### config.mk
export PLATFORM = sky130hd
export DESIGN_NAME = hole_fit_allocator_unit
export DESIGN_NICKNAME = d
export VERILOG_FILES = /design/src/rtl/core/hfa_pkg.sv /design/src/rtl/core/hfa_table.sv /design/src/rtl/core/hfa_fit_unit.sv /design/src/rtl/core/hole_fit_allocator_unit.sv
export SDC_FILE = /design/constraint.sdc
export NUM_CORES = 1
export LEC_CHECK = 0
export BUFFER_PORTS_ARGS = -buffer_cell sky130_fd_sc_hd__buf_4
export CAP_MARGIN = 20
export CORE_MARGIN = 4
export CORE_UTILIZATION = 56
export DETAILED_ROUTE_END_ITERATION = 10
export PLACE_DENSITY = 0.76
export RECOVER_POWER = 100
export SYNTH_ARGS = -nofsm -noshare
export SYNTH_HDL_FRONTEND = slang
export SYNTH_SLANG_ARGS = --single-unit
### constraint.sdc
create_clock -name aclk -period 4.78 [get_ports aclk]
set_clock_uncertainty 0.05 [all_clocks]
set_input_delay 0.478 -clock aclk [delete_from_list [all_inputs] [get_ports aclk]]
set_output_delay 0.478 -clock aclk [all_outputs]
set_load 0.005 [all_outputs]
### src/rtl/core/hfa_pkg.sv
// Shared types, constants and interface structs for the hole-fit allocator.
// No dependencies; every other file of the block imports this package.
`timescale 1ns / 1ps

package hfa_pkg;

    // Table geometry
    localparam int MAX_HOLES  = 16;
    localparam int SIZE_BITS  = 32;
    localparam int ADDR_W     = (MAX_HOLES > 1) ? $clog2(MAX_HOLES) : 1;
    localparam int CNT_W      = $clog2(MAX_HOLES + 1);
    // Compare width: wide enough for both a hole size and a request
    localparam int CMP_W      = (SIZE_BITS > 32) ? SIZE_BITS : 32;

    // Word field widths
    localparam int CMD_W       = 2;
    localparam int IDX_W       = 4;
    localparam int REQ_W       = 32;
    localparam int REM_W       = 32;
    localparam int IN_TDATA_W  = 40;
    localparam int OUT_TDATA_W = 40;

    // Configuration port
    localparam int MODE_W     = 2;
    localparam int COUNT_W    = 5;
    localparam int CFG_IDX_W  = 1;
    localparam int CFG_DATA_W = 5;
    localparam logic [CFG_IDX_W-1:0] CFG_FIT_MODE   = 1'd0;
    localparam logic [CFG_IDX_W-1:0] CFG_HOLE_COUNT = 1'd1;
    localparam logic [COUNT_W-1:0]   HOLE_COUNT_RST = 5'd16;

    typedef enum logic [CMD_W-1:0] {
        CMD_LOAD  = 2'd0,
        CMD_ALLOC = 2'd1,
        CMD_PROBE = 2'd2
    } cmd_t;

    typedef enum logic [MODE_W-1:0] {
        FIT_FIRST = 2'd0,
        FIT_BEST  = 2'd1,
        FIT_WORST = 2'd2
    } fit_mode_t;

    typedef enum logic [1:0] {
        ST_IDLE,
        ST_SCAN,
        ST_FINISH
    } state_t;

    // Table write request
    typedef struct packed {
        logic                 en;
        logic [ADDR_W-1:0]    addr;
        logic [SIZE_BITS-1:0] data;
    } tbl_wr_t;

    // Registered table read, tagged with the entry it came from
    typedef struct packed {
        logic                 valid;
        logic [ADDR_W-1:0]    idx;
        logic [SIZE_BITS-1:0] size;
    } tbl_rd_t;

    // Control into the fit unit
    typedef struct packed {
        logic             start;
        fit_mode_t        mode;
        logic [CMP_W-1:0] req;
    } fit_ctl_t;

    // Current pick of the fit unit
    typedef struct packed {
        logic                 found;
        logic [ADDR_W-1:0]    idx;
        logic [SIZE_BITS-1:0] size;
        logic [SIZE_BITS-1:0] rem;
    } fit_stat_t;

endpackage

### src/rtl/core/hfa_table.sv
// Hole-size table: one write port, one registered read port, per-entry valid bits.
// Depends on hfa_pkg.
`timescale 1ns / 1ps

module hfa_table (
    input  logic             aclk,
    input  logic             aresetn,
    input  hfa_pkg::tbl_wr_t wr,
    input  logic             rd_en,
    input  logic [hfa_pkg::ADDR_W-1:0] rd_addr,
    output hfa_pkg::tbl_rd_t rd
);
    import hfa_pkg::*;

    logic [SIZE_BITS-1:0] hole_mem_reg [MAX_HOLES];
    logic [MAX_HOLES-1:0] valid_reg;
    logic [SIZE_BITS-1:0] rd_data_reg;
    logic                 rd_hit_reg;
    logic                 rd_valid_reg;
    logic [ADDR_W-1:0]    rd_idx_reg;

    // Storage write
    always_ff @(posedge aclk) begin
        if (wr.en) begin
            hole_mem_reg[wr.addr] <= wr.data;
        end
    end

    // Valid bits: an entry never loaded reads as zero
    always_ff @(posedge aclk) begin
        if (!aresetn) begin
            valid_reg <= '0;
        end else if (wr.en) begin
            valid_reg[wr.addr] <= 1'b1;
        end
    end

    // Registered read
    always_ff @(posedge aclk) begin
        rd_data_reg <= hole_mem_reg[rd_addr];
        rd_hit_reg  <= valid_reg[rd_addr];
        rd_idx_reg  <= rd_addr;
    end

    always_ff @(posedge aclk) begin
        if (!aresetn) begin
            rd_valid_reg <= 1'b0;
        end else begin
            rd_valid_reg <= rd_en;
        end
    end

    assign rd.valid = rd_valid_reg;
    assign rd.idx   = rd_idx_reg;
    assign rd.size  = rd_hit_reg ? rd_data_reg : '0;

endmodule

### src/rtl/core/hfa_fit_unit.sv
// Shared fit unit: one fit compare and one rank compare per scanned entry,
// keeps the current pick and its size after subtraction. Depends on hfa_pkg.
`timescale 1ns / 1ps

module hfa_fit_unit (
    input  logic              aclk,
    input  logic              aresetn,
    input  hfa_pkg::fit_ctl_t ctl,
    input  hfa_pkg::tbl_rd_t  rd,
    output hfa_pkg::fit_stat_t stat
);
    import hfa_pkg::*;

    logic                 found_reg;
    logic [ADDR_W-1:0]    idx_reg;
    logic [SIZE_BITS-1:0] size_reg;
    logic                 fits;
    logic                 better;
    logic                 take;

    // Fit test and rank against the current pick
    always_comb begin
        fits = CMP_W'(rd.size) >= ctl.req;
        case (ctl.mode)
            FIT_BEST:  better = rd.size < size_reg;
            FIT_WORST: better = rd.size > size_reg;
            default:   better = 1'b0;
        endcase
        // strict compares keep the lowest index on a tie
        take = rd.valid && fits && (!found_reg || better);
    end

    always_ff @(posedge aclk) begin
        if (!aresetn) begin
            found_reg <= 1'b0;
        end else if (ctl.start) begin
            found_reg <= 1'b0;
        end else if (take) begin
            found_reg <= 1'b1;
        end
    end

    always_ff @(posedge aclk) begin
        if (take) begin
            idx_reg  <= rd.idx;
            size_reg <= rd.size;
        end
    end

    assign stat.found = found_reg;
    assign stat.idx   = idx_reg;
    assign stat.size  = size_reg;
    assign stat.rem   = SIZE_BITS'(CMP_W'(size_reg) - ctl.req);

endmodule

### src/rtl/core/hole_fit_allocator_unit.sv
// Top level of the hole-fit allocator: sequencer, configuration registers,
// output register. Depends on hfa_pkg, hfa_table and hfa_fit_unit.
`timescale 1ns / 1ps

// A load word (or an unused command) goes from idle straight to the finish
// state; an allocate or probe word first passes through the scan state,
// which reads n table entries, where n is hole_count capped at the table
// depth. From the finish state the result is registered once the output
// register is free, and the sequencer returns to idle, where the next word is
// taken. The scan is paced by the single fit unit, which sees one table
// entry per cycle through the table's registered read port. One word is
// worked on at a time: s_tready is high only while the sequencer is idle, and
// a finished result waits in the output register while the next word is
// taken. The table reads as all zero after reset with no clearing pass.
// Configuration is to be written only while no word is in flight.

module hole_fit_allocator_unit (
    input  logic aclk,
    input  logic aresetn,

    // Configuration write port
    input  logic                           cfg_we,
    input  logic [hfa_pkg::CFG_IDX_W-1:0]  cfg_addr,
    input  logic [hfa_pkg::CFG_DATA_W-1:0] cfg_wdata,

    // Command words
    input  logic                            s_tvalid,
    output logic                            s_tready,
    input  logic [hfa_pkg::IN_TDATA_W-1:0]  s_tdata,  // hole_index, request_size, pad
    input  logic [hfa_pkg::CMD_W-1:0]       s_tuser,  // cmd

    // Result words
    output logic                            m_tvalid,
    input  logic                            m_tready,
    output logic [hfa_pkg::OUT_TDATA_W-1:0] m_tdata,  // chosen_hole, remaining_size, pad
    output logic [0:0]                      m_tuser   // granted
);
    import hfa_pkg::*;

    state_t               state_reg, state_next;
    fit_mode_t            fit_mode_reg;
    logic [COUNT_W-1:0]   hole_count_reg;
    logic [CNT_W-1:0]     active_n;
    logic [CNT_W-1:0]     ptr_reg, ptr_next;
    cmd_t                 cmd_reg;
    logic [IDX_W-1:0]     idx_reg;
    logic [REQ_W-1:0]     req_reg;
    fit_mode_t            mode_reg;
    logic                 accept;
    logic                 out_free;
    logic                 rd_en;
    tbl_wr_t              tbl_wr;
    tbl_rd_t              tbl_rd;
    fit_ctl_t             fit_ctl;
    fit_stat_t            fit_stat;
    logic                 res_load;
    logic                 res_granted;
    logic [IDX_W-1:0]     res_chosen;
    logic [REM_W-1:0]     res_remain;
    logic                 m_tvalid_reg;
    logic [OUT_TDATA_W-1:0] m_tdata_reg;
    logic                 m_tuser_reg;

    // Configuration registers
    always_ff @(posedge aclk) begin
        if (!aresetn) begin
            fit_mode_reg   <= FIT_FIRST;
            hole_count_reg <= HOLE_COUNT_RST;
        end else if (cfg_we) begin
            unique case (cfg_addr)
                CFG_FIT_MODE:   fit_mode_reg   <= fit_mode_t'(cfg_wdata[MODE_W-1:0]);
                CFG_HOLE_COUNT: hole_count_reg <= cfg_wdata[COUNT_W-1:0];
                default: ;
            endcase
        end
    end

    // Active hole count, saturated at the table depth
    always_comb begin
        if (int'(hole_count_reg) > MAX_HOLES) begin
            active_n = CNT_W'(MAX_HOLES);
        end else begin
            active_n = CNT_W'(hole_count_reg);
        end
    end

    assign s_tready = (state_reg == ST_IDLE);
    assign accept   = s_tvalid && s_tready;
    assign out_free = !m_tvalid_reg || m_tready;

    // Word capture
    always_ff @(posedge aclk) begin
        if (accept) begin
            cmd_reg  <= cmd_t'(s_tuser);
            idx_reg  <= s_tdata[IDX_W-1:0];
            req_reg  <= s_tdata[IDX_W +: REQ_W];
            // probe always ranks by first fit
            mode_reg <= (cmd_t'(s_tuser) == CMD_PROBE) ? FIT_FIRST : fit_mode_reg;
        end
    end

    // Table and fit unit
    hfa_table u_table (
        .aclk    (aclk),
        .aresetn (aresetn),
        .wr      (tbl_wr),
        .rd_en   (rd_en),
        .rd_addr (ptr_reg[ADDR_W-1:0]),
        .rd      (tbl_rd)
    );

    assign fit_ctl.start = accept;
    assign fit_ctl.mode  = mode_reg;
    assign fit_ctl.req   = CMP_W'(req_reg);

    hfa_fit_unit u_fit (
        .aclk    (aclk),
        .aresetn (aresetn),
        .ctl     (fit_ctl),
        .rd      (tbl_rd),
        .stat    (fit_stat)
    );

    // Result of the word in hand, valid in the finish state
    always_comb begin
        res_load    = int'(idx_reg) < MAX_HOLES;
        res_granted = 1'b0;
        res_chosen  = '0;
        res_remain  = '0;
        tbl_wr.en   = 1'b0;
        tbl_wr.addr = fit_stat.idx;
        tbl_wr.data = fit_stat.rem;
        case (cmd_reg)
            CMD_LOAD: begin
                res_chosen  = idx_reg;
                tbl_wr.addr = ADDR_W'(idx_reg);
                tbl_wr.data = SIZE_BITS'(req_reg);
                if (res_load) begin
                    res_granted = 1'b1;
                    res_remain  = REM_W'(CMP_W'(SIZE_BITS'(req_reg)));
                    tbl_wr.en   = 1'b1;
                end
            end
            CMD_ALLOC: begin
                if (fit_stat.found) begin
                    res_granted = 1'b1;
                    res_chosen  = IDX_W'(fit_stat.idx);
                    res_remain  = REM_W'(CMP_W'(fit_stat.rem));
                    tbl_wr.en   = 1'b1;
                end
            end
            CMD_PROBE: begin
                if (fit_stat.found) begin
                    res_granted = 1'b1;
                    res_chosen  = IDX_W'(fit_stat.idx);
                    res_remain  = REM_W'(CMP_W'(fit_stat.size));
                end
            end
            default: ;
        endcase
        // commit only when the result can be registered
        if (state_reg != ST_FINISH || !out_free) begin
            tbl_wr.en = 1'b0;
        end
    end

    // Sequencer
    always_ff @(posedge aclk) begin
        if (!aresetn) begin
            state_reg <= ST_IDLE;
            ptr_reg   <= '0;
        end else begin
            state_reg <= state_next;
            ptr_reg   <= ptr_next;
        end
    end

    always_comb begin
        state_next = state_reg;
        ptr_next   = ptr_reg;
        rd_en      = 1'b0;
        unique case (state_reg)
            ST_IDLE: begin
                ptr_next = '0;
                if (accept) begin
                    if (cmd_t'(s_tuser) == CMD_ALLOC || cmd_t'(s_tuser) == CMD_PROBE) begin
                        state_next = ST_SCAN;
                    end else begin
                        state_next = ST_FINISH;
                    end
                end
            end
            ST_SCAN: begin
                // one entry read per cycle; the last read lands as we leave
                if (ptr_reg == active_n) begin
                    state_next = ST_FINISH;
                end else begin
                    rd_en    = 1'b1;
                    ptr_next = ptr_reg + 1'b1;
                end
            end
            ST_FINISH: begin
                if (out_free) begin
                    state_next = ST_IDLE;
                end
            end
            default: state_next = ST_IDLE;
        endcase
    end

    // Output register
    always_ff @(posedge aclk) begin
        if (!aresetn) begin
            m_tvalid_reg <= 1'b0;
        end else if (state_reg == ST_FINISH && out_free) begin
            m_tvalid_reg <= 1'b1;
        end else if (m_tready) begin
            m_tvalid_reg <= 1'b0;
        end
    end

    always_ff @(posedge aclk) begin
        if (state_reg == ST_FINISH && out_free) begin
            m_tdata_reg <= {(OUT_TDATA_W - REM_W - IDX_W)'(0), res_remain, res_chosen};
            m_tuser_reg <= res_granted;
        end
    end

    assign m_tvalid   = m_tvalid_reg;
    assign m_tdata    = m_tdata_reg;
    assign m_tuser[0] = m_tuser_reg;

    // Checks
    a_result_from_finish: assert property (@(posedge aclk) disable iff (!aresetn)
        $rose(m_tvalid) |-> $past(state_reg == ST_FINISH))
        else $error("result word raised outside the finish state");

    a_ptr_in_range: assert property (@(posedge aclk) disable iff (!aresetn)
        (state_reg == ST_SCAN) |-> (ptr_reg <= active_n))
        else $error("scan pointer ran past the active hole count");

    a_pick_in_range: assert property (@(posedge aclk) disable iff (!aresetn)
        (state_reg == ST_FINISH && fit_stat.found && cmd_reg != CMD_LOAD)
        |-> (CNT_W'(fit_stat.idx) < active_n))
        else $error("picked hole lies outside the active holes");

    a_load_skips_scan: assert property (@(posedge aclk) disable iff (!aresetn)
        (accept && cmd_t'(s_tuser) == CMD_LOAD) |=> (state_reg == ST_FINISH))
        else $error("load word did not go straight to finish");

endmodule

# Word-level counts from Yosys, hierarchy flattened
# Memory sizes are Yosys's and may differ from the RTL's. A register that Yosys moved wholly into a read port is not among the register bits.
# Cells that the tools add are included.
[op_classes]
n_addsub = 2
reduce_logical = 23
eq_ne = 14
n_mux = 29
magnitude_cmp = 7
n_bitwise = 3
[ops]
columns = ["op", "count"]
rows = [
  ["$mux 32", 3],
  ["$pmux 32 s3", 1],
  ["$mux 36", 1],
  ["$ge 32x32->1", 1],
  ["$gt 32x32->1", 1],
  ["$lt 32x32->1", 1],
  ["$sub 32x32->32", 1],
  ["$or 16x16->16", 1],
  ["$lt 4x5->1 const B", 2],
  ["$mux 5", 2],
  ["$pmux 5 s2", 1],
  ["$mux 1", 9],
  ["$eq 2x1->1 const B", 4],
  ["$eq 2x2->1 const B", 4],
  ["$mux 2", 4],
  ["$ne 2x2->1 const B", 4],
  ["$pmux 4 s2", 1],
  ["$reduce_and 2->1", 4],
  ["$pmux 1 s2", 3],
  ["$pmux 2 s3", 1],
  ["$add 5x1->5 const B", 1],
  ["$eq 5x5->1", 1],
  ["$gt 5x5->1 const B", 1],
  ["$logic_and 1x1->1", 5],
  ["12 further kinds", 21],
]
[totals]
output_inout_bits = 43
n_memories = 1
word_cells = 97
reg_bits = 151
in_bits = 53
ram_bits = 512
[memory_table]
columns = ["memory", "words", "word_bits", "rd", "rd_ports_with_merged_regs", "write_ports", "line_no", "text"]
rows = [
  ["u_table.hole_mem_reg", 16, 32, 1, 1, 1, "hfa_table.sv:15", "logic [SIZE_BITS-1:0] hole_mem_reg [MAX_HOLES];"],
]

# Longest topological paths before layout
# Gate-level depths: netlist of the first run.
[depth]
word_depth = 7
ltp_mapped = 14
mapped_depth_nobuf = 14

# Hierarchy
# From an unflattened synthesis of the first run, not the netlist that was laid out.
[hier_totals]
hier_cells = 1733
area_unflattened_um2 = 29484.5
[by_module_without_submodules]
columns = ["module", "area_each_um2", "cells_per_inst", "instances", "seq_area_each_um2"]
rows = [
  ["hfa_table", 20926.3, 924, 1, 16455.8],
  ["hfa_fit_unit", 4329.2, 484, 1, 1101.1],
  ["hole_fit_allocator_unit", 4229.1, 325, 1, 2612.5],
]

# Worst setup path after synthesis of the first run
# OpenSTA, ideal clock, no wires.
[synth_path]
path_kind = "register -> register"
startpoint = "register u_table.rd_hit_reg"
endpoint = "register u_fit.idx_reg[0] (enable)"
path_slack_ns = 0.224
synth_period_minus_slack_ns = 4.556
stages_incl_launch_ff = 11
setup_time_ns = 0.451
path_buffers = 1
arrival_time_ns = 4.055
t_required_ns = 4.279
cell_sequence = "dfxtp_1 clkbuf_1 and2_1 ha_1 nand4_1 nor2_1 a2111oi_0 a2111oi_0 a211oi_1 a41oi_1 a31oi_1"
[synth_rtl]
columns = ["item", "line_no", "text"]
rows = [
  ["from (decl)", "hfa_table.sv:18", "logic rd_hit_reg;"],
  ["from (signal assigned)", "hfa_table.sv:41", "rd_hit_reg <= valid_reg[rd_addr];"],
  ["to (signal assigned)", "hfa_fit_unit.sv:45", "idx_reg <= rd.idx;"],
  ["to (decl)", "hfa_fit_unit.sv:15", "logic [ADDR_W-1:0] idx_reg;"],
]

==> run metrics, run 1 <==
violated checks=max-capacitance violations, max-slew violations; Internal=10.07 mW; Switching Fraction=0.2267; largest net degree at the start of global routing=85; initial core utilization=0.5683; Final period util=0.9215; Final setup viols=0; max reg flops=512; Async SR Flop Fraction=0; Post-Route M1 WL=26680 um; FP Rows=83; CTS tree=built; Mapped Area=0.02927 mm2; Worst Hold Class=in -> reg; minimum clock period after layout=4.405 ns; Slew @ Worst Pin=2.854 ns; Die Wd=236.6 um; final number of hold-violating endpoints=0; EDFF count, synth=625; die height=236.6 um; setup TNS=0 ns; area delta synth->final=13.46%; Pre-Repair DR Iteration Count=8; vias per cell=6.310; Routed Antenna Nets=0; TritonCTS Buffers=67; post-synth top area share=0.6411; IO Port Bufs=87; power density cells=392.1 mW/mm2; Hold Slack=about 0.071 ns; CTS Buffer Depth=3; post-synthesis sequential area ratio=0.6890; number of max-cap violations=7; Clock H-tree levels=3; Placer Congestion=0.8795; mean post-synth cell area=17.26 um2; Residual DRC=0; leakage power=11.40 nW; CP Data Arrival Time=4.67 ns; full die area=0.05600 mm2; status=finished with violations; Comb power frac=0.077; commonest cells after routing, fill and taps aside=edfxtp_1, mux4_2, nor2_1; ys flop type=edfxtp_1; #FFs+latches synth=695; number of gates resized after cts=0; net switching power=around 3 mW; crit path launch=u_fit.size_reg[2]; WL final=69970 um; crit-path max FO=16; clock-pin slew on the worst setup and hold paths=0.06 ns; routed wl met3=between 6000 and 7000 um; first-pass GRT wire length=104100 um; total track usage=0.2495; Reg power frac=0.536; DP Cell Count=2443; ant diodes=0; r2r worst-path depth=12; initial DRC count=2000; worst r2r src=u_fit.size_reg[2]; Root Buffer=clkbuf_16; routed vias=16394; core area=0.05151 mm2; Avg WL per Cell=26.93 um; Hold Path Depth=3; WL met2=between 30000 and 40000 um; Post-Syn Instances=roughly 1700; Pwr Total=13.02 mW; initial antenna violation count=2; Achievable Freq=between 200 and 250 MHz; Clk Latency, worst-skew pair=0.60 ns; Final Net Count=roughly 2000; fraction of layout cells with a size suffix above 1=0.1976; Highest Signal Layer=met4; Post-Layout Cell Count=approximately 2600; Clock power frac=0.387; HP Start=cfg_wdata[4]; commonest non-fill, non-tap cell in the layout=edfxtp_1; Max Slew Vio Count=208; vias in the first global route=16691; CTS sink cnt=695; Synth area leaders=edfxtp_1, mux4_2, dfxtp_1; CP Class=reg -> reg; hpwl dp=41000 um; Max-Slew Margin vs Limit=-0.9028; global route total overflow=0; RSZ-0062 raised after global routing=no; CP endpoint kind=flop; maximum VDD drop=0.2355 mV; Worst EP required=5.05 ns; Worst setup SP type=flop; Netlist cell types=68; Syn. warnings=0; IO Count=96; Yosys top cell by area=edfxtp_1
cells in the mapped netlist, types with 15 or more instances:
cell type / count
edfxtp_1: 625
mux4_2: 165
nor2_1: 120
ha_1: 101
inv_1: 80
dfxtp_1: 70
nand2_1: 58
a21oi_1: 56
clkbuf_1: 44
and2_1: 36
a21o_1: 27
buf_1: 27
nand3_1: 22
o21ai_0: 22
a222oi_1: 20
xor2_1: 20
mux2_2: 17
nand2b_1: 15
xnor2_1: 15
power groups by stage:
| stage | combinational (mW) | clock [mW] | sequential [mW] |
|---|---|---|---|
| after floorplan | 0.627 | 0 | 7.08 |
| after global placement | 0.958 | 0 | 7.10 |
| after detailed placement | 0.999 | 0 | 7.10 |
| after CTS | 1.04 | 5.11 | 6.97 |
| after global routing | 1.09 | 5.38 | 6.99 |
| final | 1.00 | 5.04 | 6.98 |
kinds of logic after synthesis:
| logic type | synth area share |
|---|---|
| muxes | 0.1352 |
| xor gates and xnor gates | 0.01047 |
| and+or+nand+nor | 0.05223 |
| AOI/OAI and AO/OA | 0.04821 |
| buffers and inverters | 0.02052 |
| other | 0.0001281 |
| adders and majority gates | 0.04420 |
| DFF | 0.6890 |
worst paths after layout:
| check | endpoint | slack, ns |
|---|---|---|
| hold reg to reg | u_fit.idx_reg[2] | 0.36 |
| setup reg to reg | u_table.hole_mem_reg[12][29] | 0.38 |
| setup / recovery | u_table.hole_mem_reg[12][29] | 0.38 |
| hold / removal | hole_count_reg[4] | 0.07 |
worst max-delay path: stages (launching register included):
cell and delay, ns:
edfxtp_1 0.46, ha_1 0.39, o211ai_1 0.12, a21oi_1 0.33, o21ba_1 0.28, o21ai_0 0.17
a211oi_1 0.39, nor3_1 0.18, o41ai_1 0.95, a31oi_1 0.31, xor2_1 0.20, o21ai_1 0.07
buf_4 0.24
metrics by stage:
stage / setup slack [ns] / instance area [um2] / utilization
floorplan: 0.2243 / 29280 / -
global placement: 0.6057 / 31090 / 0.6036
global route: 0.2563 / 33210 / 0.6448
finish: 0.3754 / 33210 / 0.6448
CTS: 0.6193 / 33490 / 0.6501
detailed placement: 0.6330 / 31090 / 0.6036
layer usage:
metal  track usage  vias up
met5             0        -
met4       0.08882        0
met3       0.04170      134
met2        0.4107      857
met1        0.3428     8344
li1              -     7059
layout make-up:
| cell class | instances | area, um2 |
|---|---|---|
| flip-flops and latches | 695 | 20170 |
| fillers | 3470 | 18300 |
| multi-input cells | 848 | 8564 |
| clock buffers | 86 | 1810 |
| repair buffers | 173 | 1267 |
| well taps | 680 | 850.8 |
| inverters | 81 | 304.0 |
| clock inverters | 35 | 245.2 |
timing repair:
action,CTS,global route
hold buffers,34,0
setup buffers,0,0
hold endpoints to repair,34,0
No activity file was read; power rests on OpenSTA's default activity.
==> inputs of run 2 (changes only) <==
--- a/config.mk
+++ b/config.mk
@@ -8,10 +8,9 @@
 export BUFFER_PORTS_ARGS = -buffer_cell sky130_fd_sc_hd__buf_4
 export CAP_MARGIN = 20
 export CORE_MARGIN = 4
-export CORE_UTILIZATION = 56
+export CORE_UTILIZATION = 65
 export DETAILED_ROUTE_END_ITERATION = 10
-export PLACE_DENSITY = 0.76
-export RECOVER_POWER = 100
+export PLACE_DENSITY = 0.83
 export SYNTH_ARGS = -nofsm -noshare
 export SYNTH_HDL_FRONTEND = slang
 export SYNTH_SLANG_ARGS = --single-unit
==> constraint.sdc (replaced) <==
create_clock -name aclk -period 5.6 [get_ports aclk]
set_clock_uncertainty 0.05 [all_clocks]
set_input_delay 0.56 -clock aclk [delete_from_list [all_inputs] [get_ports aclk]]
set_output_delay 0.56 -clock aclk [all_outputs]
set_load 0.005 [all_outputs]
==> run 2 against run 1 <==
  * Combinational power decreased by 11%
  * Sequential share of layout area increased by 0.28 points
  * Routed wire length increased by 4.0%
  * Critical path depth decreased by 1
  * Core utilization increased by 10 points
  * Count of clock-buffer cells in the layout increased by 5
  * Total power decreased by 13%
  * Flip-flop and latch count unchanged
  * Global-route usage increased by 5.5 points
  * The run now ends clean
  * Sequential power decreased by 15%
  * Worst hold slack improved by 0.00099 ns
==> run metrics, run 2 (synthesis results as in run 1) <==
power density cells=342.6 mW/mm2; Worst EP required=between 5 and 6 ns; clock-pin slew on the worst setup and hold paths=0.07 ns; CP Class=reg -> reg; Pwr Total=~11 mW; most frequent CP cell=o21ai_2; commonest cells after routing, fill and taps aside=edfxtp_1, mux4_2, buf_4; die height=between 200 and 250 um; commonest non-fill, non-tap cell in the layout=edfxtp_1; fill cell count=2348; worst slack, placed=1.129 ns; Clk Latency, worst-skew pair=0.61 ns; initial DRC count=2382; leakage power=11.46 nW; CTS sink cnt=between 600 and 700; full die area=0.04849 mm2; initial antenna violation count=3; CP Data Arrival Time=between 4 and 5 ns; crit-path max FO=16; FP Rows=77; Die Wd=220.2 um; Final setup viols=0; hold_buf cts=0; number of max-cap violations=0; initial core utilization=0.6591; Worst setup SP type=flop; largest net degree at the start of global routing=89; final number of hold-violating endpoints=0; CTS tree=built; status=finished, final reports clean; global route total overflow=0; Residual DRC=0; total track usage=0.3049; ant diodes=0; first-pass GRT wire length=107300 um; WL final=72780 um; CP top delay family=compound AO/OA/AOI/OAI gates; number of gates resized after cts=0; crit path buf inv count=0; Final period util=0.7289; Root Buffer=clkbuf_16; IO Port Bufs=87; core area=between 0.04 and 0.05 mm2; fraction of layout cells with a size suffix above 1=0.2371; Achievable Freq=around 250 MHz; setup slack after layout=1.518 ns; CTS Buffer Depth=3; setup TNS=0 ns; Pre-Repair DR Iteration Count=10; area delta synth->final=12.98%; Worst Hold Class=in -> reg; Clock H-tree levels=3; vias in the first global route=16800; Routed Antenna Nets=0; max reg flops=about 500; Post-CTS Setup Repair Bufs=0; Max Slew Vio Count=0; IO Count=96; slowest cell on the critical path=o21ai_2; Slew @ Worst Pin=approximately 1.1 ns; CP endpoint kind=flop; RSZ-0062 raised after global routing=no; slowest cell delay on critical path=roughly 0.70 ns; Placer Congestion=approximately 0.94; minimum clock period after layout=between 4 and 5 ns; Final Net Count=between 1500 and 2000; TritonCTS Buffers=68; routed vias=16921; Max-Slew Margin vs Limit=0.2465; Avg WL per Cell=29.52 um; vias per cell=~7; maximum VDD drop=between 0.2 and 0.3 mV; hpwl dp=41810 um; CP cell instances=ha_1 > a21o_1 > a211o_1 > o21ba_4 > o21ai_2 > a211oi_2 > nor3_2 > o21ai_1 > a31oi_1 > xor2_1 > o21ai_2
## run 2: changes by cell type in the layout (fill, tap and decap cells not counted), moves of 14 or more
cell / previous run / this run
buf_4: 27 / 118
clkbuf_4: 59 / 0
clkbuf_1: 50 / 13
dlygate4sd3_1: 34 / 0
and2_0: 32 / 0
and2_1: 4 / 36
mux2_1: 18 / 1
mux2_2: 0 / 17
clkbuf_2: 14 / 0
## run 2: power breakdown
part	internal, mW	leakage (nW)	switching, mW	total (mW)
logic	0.306	4.21	0.583	0.889
clock network	2.53	1.06	1.96	4.49
registers	5.91	6.18	0.0499	5.96
total	8.74	11.5	2.59	11.3
## run 2: worst paths after layout
path                         startpoint                           to  slack, ns  cells past startpoint
setup / recovery      u_fit.size_reg[4]  u_table.hole_mem_reg[4][25]       1.52                     11
hold / removal              s_tdata[17]                  req_reg[13]       0.07                      1
setup reg to reg      u_fit.size_reg[4]  u_table.hole_mem_reg[4][25]       1.52                     11
hold reg to reg   u_table.rd_idx_reg[2]             u_fit.idx_reg[2]       0.35                      0
## run 2: layout make-up
class,count,area [um2],share of cell area
sequential,695,20180,0.6101
multi-input combinational,848,8676,0.2623
clock buffer,91,1888,0.05709
timing repair buffer,126,1002,0.03030
tap,592,740.7,0.02240
inverter,81,304.0,0.009193
clock inverter,32,282.8,0.008550
## run 2: metal layers
layer,vias to the layer above,part of all wire,track usage,routed length (um)
met1,8585,0.36,0.4196,26110
li1,6981,-,-,-
met3,195,0.10,0.04875,7384
met2,1158,0.50,0.4981,36300
met4,2,0.041,0.1252,2966
met5,-,0.00022,0,16
## run 2: through the flow
| step | util | std cells | cell area [um2] | hold WS (ns) |
|---|---|---|---|---|
| 2_1_floorplan | - | 1699 | 29280 | 0.2790 |
| 3_3_place_gp | 0.6935 | 2334 | 30800 | 0.3396 |
| 3_5_place_dp | 0.6941 | 2336 | 30830 | 0.3402 |
| 4_1_cts | 0.7429 | 2459 | 33000 | 0.04875 |
| 5_1_grt | 0.7447 | 2465 | 33070 | 0.06036 |
| 6_report | 0.7447 | 2465 | 33070 | 0.07153 |
